### config.mk
export PLATFORM = sky130hd
export DESIGN_NAME = fresr_ratio
export DESIGN_NICKNAME = d
export VERILOG_FILES = /design/src/hdl/fresr_pkg.sv /design/src/hdl/fresr_ratio.sv
export SDC_FILE = /design/constraint.sdc
export NUM_CORES = 2
export LEC_CHECK = 0
export BUFFER_PORTS_ARGS = -buffer_cell sky130_fd_sc_hd__buf_2
export CAP_MARGIN = 20
export CORE_ASPECT_RATIO = 0.75
export CORE_MARGIN = 4
export CORE_UTILIZATION = 60
export DETAILED_ROUTE_END_ITERATION = 6
export PLACE_DENSITY = 0.74
export SLEW_MARGIN = 20
export SYNTH_ARGS = -nofsm -noshare
export SYNTH_HDL_FRONTEND = slang
export SYNTH_SLANG_ARGS = --single-unit
### constraint.sdc
create_clock -name clock -period 5.3 [get_ports clock]
set_input_delay 0.53 -clock clock [delete_from_list [all_inputs] [get_ports clock]]
set_output_delay 0.53 -clock clock [all_outputs]
set_load 0.05 [all_outputs]
### src/hdl/fresr_pkg.sv
// Package of the Fresnel reflectance block: payload types, widths and constants.
// Used by fresr_ratio, fresnel_reflectance and fresr_checker; no dependencies.
package fresr_pkg;

   // Field widths.
   localparam int IDX_W   = 15;
   localparam int CI_W    = 29;
   localparam int ETA2_W  = 30;
   localparam int LHS_W   = 59;
   localparam int PROD_W  = 44;
   localparam int Q_W     = 21;
   localparam int OUT_W   = 16;

   // Pipeline depths of the iterative sections.
   localparam int DIV_STEPS   = 28;
   localparam int SQRT_STEPS  = 29;
   localparam int RATIO_STEPS = 21;
   localparam int RATIO_LAT   = RATIO_STEPS + 1;

   // Constants.
   localparam logic [IDX_W-1:0] IDX_ONE   = 15'd4096;
   localparam logic [CI_W-1:0]  Q28_ONE   = 29'h1000_0000;
   localparam logic [Q_W-1:0]   RATIO_ONE = 21'h10_0000;
   localparam logic [OUT_W-1:0] OUT_ONE   = 16'h8000;

   // Input item.
   typedef struct packed {
      logic signed [15:0] incident_x;
      logic signed [15:0] incident_y;
      logic signed [15:0] incident_z;
      logic signed [15:0] normal_x;
      logic signed [15:0] normal_y;
      logic signed [15:0] normal_z;
      logic [IDX_W-1:0]   refractive_index;
   } req_type;

   // Result item.
   typedef struct packed {
      logic [OUT_W-1:0] reflectance;
      logic             total_internal;
   } rsp_type;

   // Per-item values that ride alongside the divider and square-root stages.
   typedef struct packed {
      logic             tir;
      logic [IDX_W-1:0] eta_i;
      logic [IDX_W-1:0] eta_t;
      logic [CI_W-1:0]  ci;
   } side_type;

endpackage

### src/hdl/fresr_ratio.sv
// Pipelined ratio |a - b| / (a + b) in Q.20, one quotient bit per stage.
// Depends on fresr_pkg for widths and the stage count.
module fresr_ratio (
   input  logic                          clock,
   input  logic                          en,
   input  logic [fresr_pkg::PROD_W-1:0]  a,
   input  logic [fresr_pkg::PROD_W-1:0]  b,
   output logic [fresr_pkg::Q_W-1:0]     q
);

   localparam int N = fresr_pkg::RATIO_STEPS;
   localparam int DW = fresr_pkg::PROD_W + 1;

   logic [DW:0]                  rem_ff [0:N];
   logic [DW:0]                  rem_in [0:N];
   logic [DW-1:0]                den_ff [0:N];
   logic [DW-1:0]                den_in [0:N];
   logic [fresr_pkg::Q_W-1:0]    q_ff   [0:N];
   logic [fresr_pkg::Q_W-1:0]    q_in   [0:N];
   logic                         zero_ff [0:N];
   logic                         zero_in [0:N];

   // Preparation: magnitude of the difference and the sum, then the long division steps.
   always_comb begin
      logic [fresr_pkg::PROD_W-1:0] num;
      logic [DW:0]                  sh;
      logic                         ge;
      num = (a >= b) ? (a - b) : (b - a);
      rem_in[0]  = {2'b00, num};
      den_in[0]  = {1'b0, a} + {1'b0, b};
      q_in[0]    = '0;
      zero_in[0] = (a == '0) && (b == '0);
      for (int k = 0; k < N; k++) begin
         sh = (k == 0) ? rem_ff[k] : {rem_ff[k][DW-1:0], 1'b0};
         ge = (sh >= {1'b0, den_ff[k]});
         rem_in[k+1]  = ge ? (sh - {1'b0, den_ff[k]}) : sh;
         den_in[k+1]  = den_ff[k];
         q_in[k+1]    = {q_ff[k][fresr_pkg::Q_W-2:0], ge};
         zero_in[k+1] = zero_ff[k];
      end
   end

   // Stage registers advance together with the rest of the pipeline.
   always_ff @(posedge clock) begin
      if (en) begin
         for (int k = 0; k <= N; k++) begin
            rem_ff[k]  <= rem_in[k];
            den_ff[k]  <= den_in[k];
            q_ff[k]    <= q_in[k];
            zero_ff[k] <= zero_in[k];
         end
      end
   end

   // Both terms zero gives a ratio of one.
   assign q = zero_ff[N] ? fresr_pkg::RATIO_ONE : q_ff[N];

endmodule

==> results.py <==
metrics = {
    "outcome": {
        "status": "finished with violations",
        "violations": "design-rule violations",
    },
    "pwr": {
        "leakagePower_uw": 0.0609,
        "pwr_density_cell_mw_per_mm2": 631,
        "peakVddDrop_mv": 0.375,
    },
    "timing": {
        "timing.fmax_mhz": 210,
        "slew_viol_final": 0,
        "hold_viol_final": 0,
        "rsz0062_at_grt": "no",
        "fin_crit_ns": 4.76,
        "fin_crit_sh": 0.898,
        "tightest_slew_ns": 1.28,
        "hold_ws_ns": 0.129,
        "setup_viol": 0,
        "finalWorstSetupSlack_ns": 0.539,
        "setup_tns_ns": 0,
        "slew_headroom": 0.132,
        "skew_ns": 0.0873,
    },
    "synth": {
        "ys_ff_latch": 2141,
        "async_reset_ff_frac": 0,
        "syn_inst": 13000,
        "synthDistinctLibCells": 98,
        "seq_area_frac_synth": 0.482,
        "synthFlopType": "edfxtp_1",
        "yosys_warnings": 0,
        "netlist_area_sq_mm": 0.133,
        "synth_edf_count": 2141,
        "synth_area_per_cell_sq_um": 10.3,
        "syn_nets": 14200,
    },
    "layout": {
        "nets": 14200,
        "drive_gt1_frac": 0.0695,
        "syn_to_final_growth_pct": 8.55,
    },
    "clock_network": {
        "clockBufferDepth": 4,
        "clock_latency_ns": 0.92,
        "cts_inserted_buffers": 220,
        "root_buffer": "clkbuf_16",
        "postCtsSetupBuffers": 0,
        "numClockSinks": 2141,
        "cts.clk_slew.worst_paths_ns": 0.07,
        "cts_tree": "done",
        "htree_levels": 4,
    },
    "critical_path": {
        "critPathKind": "reg -> reg",
        "path_cells": "fa_1, nor2b_1, o21ai_0, a21oi_1, o21ai_0, a211oi_1, nor3_1, buf_4, o2111ai_1, nand2_1, o31a_2, buf_12, o21ai_1",
        "arrival_ns": 5.32,
        "rrSetupSlack_ns": 0.54,
        "critPathSlowestCell": "o21ai_1",
        "crit_fanout": 85,
        "reg2reg_depth": 13,
        "end_kind": "flip-flop",
        "required_ns": 5.86,
        "cp_common_cell": "o21ai_0",
        "cpPeakStageDelay_ns": 0.79,
        "start_kind": "flip-flop",
    },
    "grt": {
        "grt_pass1_vias": 94900,
        "overflow": 0,
        "grt_pass1_wl_um": 559000,
        "antenna_found_initial": 20,
        "grt_max_degree": 174,
        "grt_util_all_layers": 0.308,
    },
    "floorplanning": {
        "start_util": 0.605,
        "num_rows": 149,
        "die_w_um": 553,
        "die_area_sq_mm": 0.230,
        "die_height_um": 416,
        "io_pins": 111,
        "coreArea_sq_mm": 0.221,
    },
    "routing": {
        "drc": 2,
        "drt_wl_total_um": 368000,
        "wire_per_inst_um": 22.7,
        "drt_iter0_drc": 11000,
        "drtAntennaViolNets": 0,
        "first_pass_iters": 7,
        "vias": 101000,
        "viasPerCell": 6.23,
    },
    "placed_design": {
        "hpwl_um": 280000,
        "routabilityCongestion": 0.986,
        "place_ws_ns": 0.512,
        "portBuffers": 110,
    },
    "min_path": {
        "holdPathStages": 4,
        "min_path_type": "in -> reg",
    },
    "job": {
        "drv_cap": 0,
    },
}
-- state kept, by name, summed over array words and instances, names as in the netlist, named ones only --
name / count
den_ff: 945
q_ff: 231
rem_ff: 942
zero_ff: 22
-- per-layer routing --
metal  global-route usage  vias to the layer above  routed length [um]
li1                     -                    47400                   -
met1                0.453                    48700              165000
met2                0.464                     4072              159000
met3               0.0780                      538               35900
met4               0.0603                       10                7370
met5              0.00643                        -                 262
-- layout make-up --
type | count | area [sq um]
clock inverter | 146 | 1630
tap | 2944 | 3680
fill | 17000 | 75700
timing repair buffer | 258 | 2010
antenna | 6 | 15.0
multi-input combinational | 9111 | 62600
clock buffer | 250 | 5660
inverter | 1321 | 4960
sequential | 2141 | 64300
-- repair_timing --
item                       4_1_cts  5_1_grt
hold buffers                     0        0
gates resized for setup          0        1
setup endpoints to repair        0       18
-- worst max-delay path, delay by kind of cell, from the launching register on --
kind	cells	cell delay, ns
buffers and inverters	2	0.40
AOI/OAI and AO/OA	7	2.42
adders and majority gates	1	0.54
DFF	1	0.64
and+or+nand+nor	3	0.39
-- Yosys cell counts (33+ instances only) --
master | instances | area, sq um
nor3_1 | 138 | 691
o21ai_0 | 838 | 4190
nor2b_1 | 148 | 926
a21boi_0 | 43 | 323
edfxtp_1 | 2141 | 64300
or3_1 | 46 | 288
nor4_1 | 71 | 444
nor2_1 | 880 | 3300
mux2i_1 | 34 | 340
xor2_1 | 364 | 3190
o31ai_1 | 84 | 631
and2_1 | 66 | 413
mux2_2 | 210 | 2360
xnor2_1 | 501 | 4390
o21a_1 | 119 | 893
nand2_1 | 956 | 3590
o211ai_1 | 57 | 428
a21o_1 | 602 | 4520
a21oi_1 | 1315 | 6580
ha_1 | 1078 | 13500
nand2b_1 | 133 | 832
nand3_1 | 208 | 1040
buf_2 | 55 | 275
a31oi_1 | 104 | 651
a221oi_1 | 41 | 359
a211oi_1 | 89 | 668
clkbuf_1 | 334 | 1250
or2_2 | 33 | 206
nand4_1 | 201 | 1260
inv_1 | 1318 | 4950
o21bai_1 | 171 | 1280
and3_1 | 109 | 682
-- cell families (layout without fill, tap and decap cells) --
kind of cell / after synthesis / count (layout) / synth area share
buffers and inverters: 1747 / 1975 / 0.0501
AO/OA/AOI/OAI: 3815 / 3815 / 0.178
adder cells (fa/ha/maj): 1101 / 1101 / 0.105
XOR/XNOR: 865 / 865 / 0.0568
AND/OR/NAND/NOR: 3085 / 3085 / 0.108
other: 1 / 7 / 0.0000281
flip-flops: 2141 / 2141 / 0.482
multiplexers: 244 / 244 / 0.0203
-- power by group --
part / leakage (uW) / switching [uW] / internal, uW / total [uW]
Clock: 0.00356 / 6740 / 9190 / 15900
Combinational: 0.0364 / 27300 / 18600 / 45900
Sequential: 0.0209 / 3680 / 25900 / 29600
Total: 0.0609 / 37800 / 53700 / 91400
-- cells in the final DEF (no fill, tap or decap), drive strengths merged, types with 93 or more instances in the layout --
master,Yosys,final
nand2,956,956
xor2,364,364
clkinv,3,93
and3,109,109
nor2b,149,149
nand2b,133,133
a31oi,107,107
xnor2,501,501
buf,91,258
nand3,208,208
a21oi,1316,1316
o21ai,847,847
nor3,138,138
a21o,602,602
o21bai,171,171
clkbuf,335,250
nand4,201,201
inv,1318,1328
ha,1078,1078
o21a,119,119
edfxtp,2141,2141
nor2,880,880
mux2,210,210
-- path summary, 6_finish.rpt --
check                                   from       endpoint
worst max-delay path            den_ff[1][0]  rem_ff[1][47]
worst min-delay path                   b[43]  den_ff[0][44]
worst max register to register  den_ff[1][0]  rem_ff[1][47]
worst min register to register   q_ff[0][87]   q_ff[0][109]
-- through the flow --
stage	util	cell area (sq um)	total power, uW	cells
floorplan	-	133000	61400	13000
global placement	0.624	138000	73100	15800
detailed placement	0.624	138000	74100	15800
CTS	0.657	145000	90600	16200
global route	0.657	145000	97200	16200
finish	0.657	145000	91400	16200
Note: power is estimated with default switching activity, not from simulation.
